## src/tcfo_pkg.sv

```systemverilog
`timescale 1ns / 1ps

package tcfo_pkg;

    localparam int NAME_W  = 16;
    localparam int STAMP_W = 32;

    typedef enum logic [1:0] {
        ACT_ADD        = 2'd0,
        ACT_TAKE_CLASS = 2'd1,
        ACT_TAKE_ANY   = 2'd2,
        ACT_TAKE_ANY_X = 2'd3
    } action_t;

    typedef enum logic [1:0] {
        ST_OK    = 2'd0,
        ST_EMPTY = 2'd1,
        ST_FULL  = 2'd2,
        ST_RSVD  = 2'd3
    } status_t;

    localparam logic CLASS_DOG = 1'b0;
    localparam logic CLASS_CAT = 1'b1;

    typedef enum logic {
        S_IDLE = 1'b0,
        S_EXEC = 1'b1
    } state_t;

    typedef struct packed {
        logic [1:0]        action;
        logic              animal_class;
        logic [NAME_W-1:0] name_id;
    } request_t;

    typedef struct packed {
        logic [1:0]         status;
        logic               taken_class;
        logic [NAME_W-1:0]  taken_name;
        logic [STAMP_W-1:0] taken_stamp;
    } result_t;

    typedef struct packed {
        logic empty;
        logic full;
    } qstat_t;

endpackage

```

## src/two_class_fifo_oldest_first.sv

```systemverilog
`timescale 1ns / 1ps

// Two class queues (dog, cat) sharing one arrival-stamp counter. An add stores the
// name with the current stamp; a class take pops that class; a take-any pops the
// older head by wrap-aware stamp compare, cat on a tie. Each queue is a synchronous
// RAM with one read and one write port whose head entry is read at the accept edge
// and is ready in the following cycle, when the compare, pointer update and write back run:
// an item passes the accept and execute states in turn, and a new item is accepted
// only once the last has executed. Execution holds while the previous result is
// not taken. No clearing pass is needed after reset; queue contents are valid by
// count.
module two_class_fifo_oldest_first
    import tcfo_pkg::*;
#(
    parameter int QUEUE_DEPTH = 16,
    parameter int NAME_BITS   = 16,
    parameter int STAMP_BITS  = 32
)
(
    input  logic     clk,
    input  logic     rst_n,
    input  logic     req_valid,
    output logic     req_ready,
    input  request_t req,
    output logic     rsp_valid,
    input  logic     rsp_ready,
    output result_t  rsp
);

    localparam int NB = (NAME_BITS < NAME_W) ? NAME_BITS : NAME_W;

    state_t state_reg;
    state_t state_next;

    request_t req_reg;
    result_t  rsp_reg;
    result_t  res;
    logic     rsp_valid_reg;
    logic     rsp_valid_next;

    logic [STAMP_BITS-1:0] stamp_reg;
    logic [STAMP_BITS-1:0] stamp_next;
    logic [STAMP_BITS-1:0] stamp_diff;

    logic exec_fire;
    logic push_dog;
    logic push_cat;
    logic pop_dog;
    logic pop_cat;
    logic pick_dog;
    logic [NB-1:0] wr_name;

    logic [NB-1:0]         dog_head_name;
    logic [STAMP_BITS-1:0] dog_stamp;
    qstat_t                dog_stat;
    logic [NB-1:0]         cat_head_name;
    logic [STAMP_BITS-1:0] cat_stamp;
    qstat_t                cat_stat;

    tcfo_queue #(
        .DEPTH      (QUEUE_DEPTH),
        .NAME_BITS  (NB),
        .STAMP_BITS (STAMP_BITS)
    ) u_dog (
        .clk        (clk),
        .rst_n      (rst_n),
        .push       (push_dog),
        .pop        (pop_dog),
        .wr_name    (wr_name),
        .wr_stamp   (stamp_reg),
        .head_name  (dog_head_name),
        .head_stamp (dog_stamp),
        .stat       (dog_stat)
    );

    tcfo_queue #(
        .DEPTH      (QUEUE_DEPTH),
        .NAME_BITS  (NB),
        .STAMP_BITS (STAMP_BITS)
    ) u_cat (
        .clk        (clk),
        .rst_n      (rst_n),
        .push       (push_cat),
        .pop        (pop_cat),
        .wr_name    (wr_name),
        .wr_stamp   (stamp_reg),
        .head_name  (cat_head_name),
        .head_stamp (cat_stamp),
        .stat       (cat_stat)
    );

    assign wr_name    = req_reg.name_id[NB-1:0];
    assign stamp_diff = dog_stamp - cat_stamp;
    assign exec_fire  = (state_reg == S_EXEC) && (!rsp_valid_reg || rsp_ready);

    always_comb
    begin
        res        = '0;
        push_dog   = 1'b0;
        push_cat   = 1'b0;
        pop_dog    = 1'b0;
        pop_cat    = 1'b0;
        pick_dog   = 1'b0;
        stamp_next = stamp_reg;
        case (req_reg.action)
            ACT_ADD:
            begin
                res.taken_class = req_reg.animal_class;
                if (req_reg.animal_class == CLASS_CAT ? cat_stat.full : dog_stat.full)
                begin
                    res.status = ST_FULL;
                end
                else
                begin
                    res.status      = ST_OK;
                    res.taken_stamp = STAMP_W'(stamp_reg);
                    push_cat        = exec_fire && (req_reg.animal_class == CLASS_CAT);
                    push_dog        = exec_fire && (req_reg.animal_class == CLASS_DOG);
                    stamp_next      = exec_fire ? stamp_reg + 1'b1 : stamp_reg;
                end
            end
            ACT_TAKE_CLASS:
            begin
                res.taken_class = req_reg.animal_class;
                if (req_reg.animal_class == CLASS_CAT)
                begin
                    if (cat_stat.empty)
                    begin
                        res.status = ST_EMPTY;
                    end
                    else
                    begin
                        res.taken_name  = NAME_W'(cat_head_name);
                        res.taken_stamp = STAMP_W'(cat_stamp);
                        pop_cat         = exec_fire;
                    end
                end
                else
                begin
                    if (dog_stat.empty)
                    begin
                        res.status = ST_EMPTY;
                    end
                    else
                    begin
                        res.taken_name  = NAME_W'(dog_head_name);
                        res.taken_stamp = STAMP_W'(dog_stamp);
                        pop_dog         = exec_fire;
                    end
                end
            end
            default:
            begin
                if (dog_stat.empty && cat_stat.empty)
                begin
                    res.status = ST_EMPTY;
                end
                else
                begin
                    if (cat_stat.empty)
                    begin
                        pick_dog = 1'b1;
                    end
                    else if (dog_stat.empty)
                    begin
                        pick_dog = 1'b0;
                    end
                    else
                    begin
                        pick_dog = stamp_diff[STAMP_BITS-1];
                    end
                    if (pick_dog)
                    begin
                        res.taken_class = CLASS_DOG;
                        res.taken_name  = NAME_W'(dog_head_name);
                        res.taken_stamp = STAMP_W'(dog_stamp);
                        pop_dog         = exec_fire;
                    end
                    else
                    begin
                        res.taken_class = CLASS_CAT;
                        res.taken_name  = NAME_W'(cat_head_name);
                        res.taken_stamp = STAMP_W'(cat_stamp);
                        pop_cat         = exec_fire;
                    end
                end
            end
        endcase
    end

    always_comb
    begin
        state_next     = state_reg;
        rsp_valid_next = rsp_valid_reg;
        req_ready      = (state_reg == S_IDLE);
        if (rsp_valid_reg && rsp_ready)
        begin
            rsp_valid_next = 1'b0;
        end
        case (state_reg)
            S_IDLE:
            begin
                if (req_valid)
                begin
                    state_next = S_EXEC;
                end
            end
            S_EXEC:
            begin
                if (exec_fire)
                begin
                    state_next     = S_IDLE;
                    rsp_valid_next = 1'b1;
                end
            end
            default:
            begin
                state_next = S_IDLE;
            end
        endcase
    end

    always_ff @(posedge clk or negedge rst_n)
    begin
        if (!rst_n)
        begin
            state_reg     <= S_IDLE;
            rsp_valid_reg <= 1'b0;
            stamp_reg     <= '0;
        end
        else
        begin
            state_reg     <= state_next;
            rsp_valid_reg <= rsp_valid_next;
            stamp_reg     <= stamp_next;
        end
    end

    always_ff @(posedge clk)
    begin
        if (req_valid && req_ready)
        begin
            req_reg <= req;
        end
        if (exec_fire)
        begin
            rsp_reg <= res;
        end
    end

    assign rsp_valid = rsp_valid_reg;
    assign rsp       = rsp_reg;

    a_rsp_from_exec: assert property (@(posedge clk) disable iff (!rst_n)
        $rose(rsp_valid_reg) |-> $past(state_reg == S_EXEC))
        else $error("result without execute cycle");

    a_stamp_on_add: assert property (@(posedge clk) disable iff (!rst_n)
        (push_dog || push_cat) |=> stamp_reg == $past(stamp_reg) + 1'b1)
        else $error("stamp did not advance on add");

    a_stamp_hold: assert property (@(posedge clk) disable iff (!rst_n)
        !(push_dog || push_cat) |=> $stable(stamp_reg))
        else $error("stamp moved without add");

    a_one_op: assert property (@(posedge clk) disable iff (!rst_n)
        $countones({push_dog, push_cat, pop_dog, pop_cat}) <= 1)
        else $error("more than one queue operation per item");

endmodule

```

## src/tcfo_queue.sv

```systemverilog
`timescale 1ns / 1ps

module tcfo_queue
    import tcfo_pkg::*;
#(
    parameter int DEPTH      = 16,
    parameter int NAME_BITS  = 16,
    parameter int STAMP_BITS = 32
)
(
    input  logic                  clk,
    input  logic                  rst_n,
    input  logic                  push,
    input  logic                  pop,
    input  logic [NAME_BITS-1:0]  wr_name,
    input  logic [STAMP_BITS-1:0] wr_stamp,
    output logic [NAME_BITS-1:0]  head_name,
    output logic [STAMP_BITS-1:0] head_stamp,
    output qstat_t                stat
);

    localparam int PTR_W   = (DEPTH > 1) ? $clog2(DEPTH) : 1;
    localparam int CNT_W   = $clog2(DEPTH + 1);
    localparam int ENTRY_W = NAME_BITS + STAMP_BITS;

    logic [ENTRY_W-1:0] mem [DEPTH];
    logic [ENTRY_W-1:0] rd_reg;

    logic [PTR_W-1:0] head_reg;
    logic [PTR_W-1:0] head_next;
    logic [PTR_W-1:0] tail_reg;
    logic [PTR_W-1:0] tail_next;
    logic [CNT_W-1:0] count_reg;
    logic [CNT_W-1:0] count_next;

    // Read the head every cycle; a push is written before the next accept reads the head.
    always_ff @(posedge clk)
    begin
        if (push)
        begin
            mem[tail_reg] <= {wr_name, wr_stamp};
        end
        rd_reg <= mem[head_reg];
    end

    always_comb
    begin
        head_next  = head_reg;
        tail_next  = tail_reg;
        count_next = count_reg;
        if (push)
        begin
            tail_next  = (tail_reg == PTR_W'(DEPTH - 1)) ? '0 : tail_reg + 1'b1;
            count_next = count_reg + 1'b1;
        end
        else if (pop)
        begin
            head_next  = (head_reg == PTR_W'(DEPTH - 1)) ? '0 : head_reg + 1'b1;
            count_next = count_reg - 1'b1;
        end
    end

    always_ff @(posedge clk or negedge rst_n)
    begin
        if (!rst_n)
        begin
            head_reg  <= '0;
            tail_reg  <= '0;
            count_reg <= '0;
        end
        else
        begin
            head_reg  <= head_next;
            tail_reg  <= tail_next;
            count_reg <= count_next;
        end
    end

    assign head_name  = rd_reg[ENTRY_W-1:STAMP_BITS];
    assign head_stamp = rd_reg[STAMP_BITS-1:0];
    assign stat.empty = (count_reg == '0);
    assign stat.full  = (count_reg == CNT_W'(DEPTH));

    a_no_push_full: assert property (@(posedge clk) disable iff (!rst_n)
        push |-> !stat.full)
        else $error("push into full queue");

    a_no_pop_empty: assert property (@(posedge clk) disable iff (!rst_n)
        pop |-> !stat.empty)
        else $error("pop from empty queue");

    a_count_bound: assert property (@(posedge clk) disable iff (!rst_n)
        count_reg <= CNT_W'(DEPTH))
        else $error("queue count beyond depth");

endmodule

```

## config.mk

```make
export PLATFORM = sky130hd
export DESIGN_NAME = two_class_fifo_oldest_first
export DESIGN_NICKNAME = d
export VERILOG_FILES = /design/src/tcfo_pkg.sv /design/src/two_class_fifo_oldest_first.sv /design/src/tcfo_queue.sv
export SDC_FILE = /design/constraint.sdc
export NUM_CORES = 2
export LEC_CHECK = 0
export BUFFER_PORTS_ARGS = -buffer_cell sky130_fd_sc_hd__buf_2
export CAP_MARGIN = 30
export CORE_UTILIZATION = 70
export CTS_BUF_LIST = sky130_fd_sc_hd__clkbuf_8
export DETAILED_ROUTE_END_ITERATION = 16
export PLACE_DENSITY = 0.9
export SLEW_MARGIN = 0
export SYNTH_ARGS = -nofsm -noshare
export SYNTH_HDL_FRONTEND = slang
export SYNTH_SLANG_ARGS = --single-unit
```

## constraint.sdc

```tcl
create_clock -name clk -period 16.4 [get_ports clk]
set_clock_uncertainty 0.05 [all_clocks]
set_input_delay 1.64 -clock clk [delete_from_list [all_inputs] [get_ports clk]]
set_output_delay 1.64 -clock clk [all_outputs]
set_load 0.01 [all_outputs]
```

==> results.md <==
STA:
- The count of endpoints failing hold in the final timing report is 0.
- Setup repair after global routing left no endpoint under its margin.
- The count of final max-slew check failures was 0.
- Of the available clock period, the critical path in the final layout requires 0.307.
- The pin slew with the least headroom to its limit is 1.11 ns.
- Setup violations remaining at the end of the flow were counted as 0.
- The relative max-transition margin is 0.260.
- The maximum clock frequency is 199 MHz.
- For the finished layout, the period the worst path requires is 5.03 ns.
- The final sum of negative setup slack is 0 ns.

CTS:
- Buffers added to address setup during post-CTS repair amount to 0.
- The number of sinks handled by clock tree synthesis is 1762.
- In this run the clock root is driven by a sky130_fd_sc_hd__clkbuf_8.
- The register clock-pin slew on the reported worst setup and hold paths is 0.06 ns.
- The hold-fix buffer count after cts is 0.
- The number of clock buffers added by TritonCTS is 281.
- The number of buffers on the longest clock path is 4.
- The clock insertion delay at the later pin of the skew report is 0.96 ns.
- The total of cells resized after clock tree synthesis is 0.
- The number of levels the H-tree was split into is 5.
- TritonCTS built the clock tree.

Yosys:
- The dominant cell by count in the synthesized netlist is sky130_fd_sc_hd__edfxtp_1.
- The synthesized design contains 1606 enable-type register cells.
- The share of synthesized area in the top cell type comes to 0.708.
- The commonest cells after synthesis are sky130_fd_sc_hd__edfxtp_1 (1606), sky130_fd_sc_hd__mux2i_1 (393), sky130_fd_sc_hd__mux4_2 (192), sky130_fd_sc_hd__nand2_1 (171), sky130_fd_sc_hd__o21ai_0 (155).
- Each instance of the synthesized netlist takes up on average 18.7 sq um.
- The number of nets handed over by synthesis was 3709.
- Ranked by total cell area, the synthesized netlist is headed by sky130_fd_sc_hd__edfxtp_1 (71%), sky130_fd_sc_hd__mux4_2 (6.4%), sky130_fd_sc_hd__mux2i_1 (5.8%), sky130_fd_sc_hd__dfxtp_1 (2.8%), sky130_fd_sc_hd__dfrtp_1 (2.2%).
- The biggest area contributor in the post-synthesis netlist is sky130_fd_sc_hd__edfxtp_1.
- In the synthesized netlist the dominant register cell turns out to be sky130_fd_sc_hd__edfxtp_1.
- After technology mapping, the gate count stands at 3637.
- The Yosys step of the flow raised 0 warnings.
- The number of unique standard cell types used by synthesis is 61.
- The share of the Yosys chip area taken by registers is 0.759.
- The cell area that synthesis handed to floorplanning was 68100 sq um.
- The number of synthesized register bits is 1762.
- For this run, asynchronously set or reset flops after synthesis account for 0.0341.

Worst setup path:
- Among cell families on the critical path, the largest total delay comes from simple AND/OR/NAND/NOR gates.
- In this design, the stage delay of the slowest critical-path cell is 0.91 ns.
- The cell with the largest stage delay on the worst path is sky130_fd_sc_hd__and3_4.
- The data arrival time of the worst path is 5.49 ns.
- Counting both buffers and inverters, the worst setup path holds a total of 3.
- The critical path goes through buf_2 -> nand2b_1 -> nand2_1 -> inv_2 -> and3_1 -> and2_1 -> clkinv_1 -> nor2_1 -> and3_4.
- The critical path is of the in -> reg type.
- The type of destination of the critical path is a flip-flop.
- The worst setup path is launched from an input pin.
- STA puts the critical path data required time at 16.87 ns.
- The count of cells along the worst register-to-register path is 11.
- The critical path crosses 9 cells after its start point.
- The top fanout value on the critical path is 48.

Detailed routing:
- The number of DRC markers after the initial detailed-route iteration is 6523.
- The number of nets still failing antenna checks after routing is 0.
- The routed design uses 86300 microns of met2 wire.
- The total routed wire length on the met1 layer is 58900 microns.
- The average wire per standard cell is 33.8 microns.
- The routed layout has 39600 vias.
- Using the TritonRoute via totals, the vias-per-cell ratio works out to 7.35.
- The length of routed met3 wiring is 24900 microns.
- Summed over all layers, the routed wires come to 182000 microns.
- The top routing layer in use is met5.
- The total DRC errors in the routed layout is 0.
- The first detailed-routing pass took 8 iterations.

Pwr:
- The share of total power dissipated in combinational logic is 0.292.
- In this run the power spent charging and discharging nets is 4.45 mW.
- The clock network power share is 0.267.
- The leakage component of the power is 26.6 nW.
- Cell internal power was estimated by the tool at 8.50 mW.
- The power density normalized to cell area is 171 nW/um^2.
- The switching portion of total power is 0.344.
- The share of total power dissipated in sequential elements is 0.442.
- The largest vdd supply drop is 210 uV.

Min path:
- The path class of the lowest-slack min-delay path is in -> async.

Floorplanning:
- The initial utilization of the core area, before any placement, comes to 0.705.
- The core area is 96600 sq um.
- The I/O pin total is 76.
- The y dimension of the die is 314 microns.
- The area of the die is 98500 sq um.
- The row count is 114.
- From left edge to right edge, the die measures 314 microns.

Finish:
- Once layout is complete, the utilization of the core stands at 0.786.
- The fraction of layout instances using a drive strength above 1 is 0.201.
- The number of nets at the end of the flow is 3974.
- The area growth from synthesis to final layout is 11.5%.

Global route:
- The first global-routing pass estimated 259000 microns of wire.
- The number of antenna violations at the first check in global routing is 9.
- Entering global routing, the biggest net connects 129 pins.
- For this run, the total global-route usage over all layers was measured as 0.369.
- The number of global-route vias before repair is 40200.
- The sum of overflow across all layers after global routing is 0.

Place:
- The number of port buffers is 75.
- After legalization and detailed placement, the total HPWL measured 93700 microns.
- The placer's final routability congestion estimate is 0.859.

Run status:
- The run finished with clean final reports.

Job:
- Across the run, the number of max-cap violations was 0.
[cell families (layout without fill, tap and decap cells)]
logic type,Yosys count,count (layout),share of synthesized area
adders and majority gates,49,49,0.00923
DFF,1762,1762,0.759
and+or+nand+nor,301,301,0.0203
muxes,644,644,0.131
other,0,3,0
buffers and inverters,247,717,0.0144
AOI/OAI and AO/OA,591,591,0.0607
xor gates and xnor gates,43,43,0.00553
[power by group through the flow]
| stage | Combinational, mW | Clock (mW) | Sequential (mW) |
|---|---|---|---|
| after global routing | 3.93 | 3.65 | 5.72 |
| after global placement | 3.27 | 0 | 5.81 |
| final | 3.77 | 3.46 | 5.72 |
| after CTS | 3.58 | 3.44 | 5.72 |
| after floorplan | 2.47 | 0 | 5.59 |
| after detailed placement | 3.48 | 0 | 5.80 |
[cell usage in the layout (no fill, tap or decap), types with 75 or more instances in the layout]
master / synthesis / final
sky130_fd_sc_hd__edfxtp_1: 1606 / 1606
sky130_fd_sc_hd__a22oi_1: 133 / 133
sky130_fd_sc_hd__buf_2: 9 / 75
sky130_fd_sc_hd__inv_1: 47 / 159
sky130_fd_sc_hd__mux2i_1: 393 / 393
sky130_fd_sc_hd__o21ai_0: 155 / 155
sky130_fd_sc_hd__mux4_2: 192 / 192
sky130_fd_sc_hd__nand2_1: 171 / 170
sky130_fd_sc_hd__dfxtp_1: 96 / 96
sky130_fd_sc_hd__clkbuf_8: 0 / 301
sky130_fd_sc_hd__a221oi_1: 145 / 145
[area by class of cell]
cell class / count / area [sq um]
fillers: 4282 / 20700
clock inverters: 187 / 872
multi-input cells: 1628 / 15600
repair buffers: 181 / 1770
well taps: 1276 / 1600
flip-flops and latches: 1762 / 51700
clock buffers: 301 / 4140
diodes: 3 / 7.51
inverters: 48 / 180
[path summary, 6_finish.rpt]
| check | from | to | slack (ns) |
|---|---|---|---|
| hold / removal | rst_n | u_dog.head_reg[2] | 0.45 |
| max in group asynchronous | rst_n | u_cat.head_reg[3] | 15.24 |
| min in group clk | u_cat.count_reg[0] | u_cat.count_reg[0] | 0.52 |
| setup / recovery | rsp_ready | u_cat.mem[8][41] | 11.37 |
| hold reg to reg | u_cat.count_reg[0] | u_cat.count_reg[0] | 0.52 |
| setup reg to reg | u_cat.rd_reg[29] | rsp[47] | 11.39 |
[metrics by stage]
step	std cells	worst slack, ns	area (sq um)	hold slack (ns)	power (mW)
floorplan	3637	7.31	68100	0.456	8.06
global placement	4859	10.83	70000	0.449	9.08
detailed placement	4876	10.73	70400	0.492	9.28
CTS	5364	11.60	75400	0.506	12.7
global route	5384	11.23	75900	0.438	13.3
finish	5386	11.37	75900	0.455	12.9
[layer usage]
metal | vias to the layer above | global-route usage
met5 | - | 0
met2 | 3783 | 0.572
li1 | 15400 | -
met3 | 853 | 0.115
met4 | 10 | 0.227
met1 | 19500 | 0.461
Note: power is estimated with default switching activity, not from simulation.
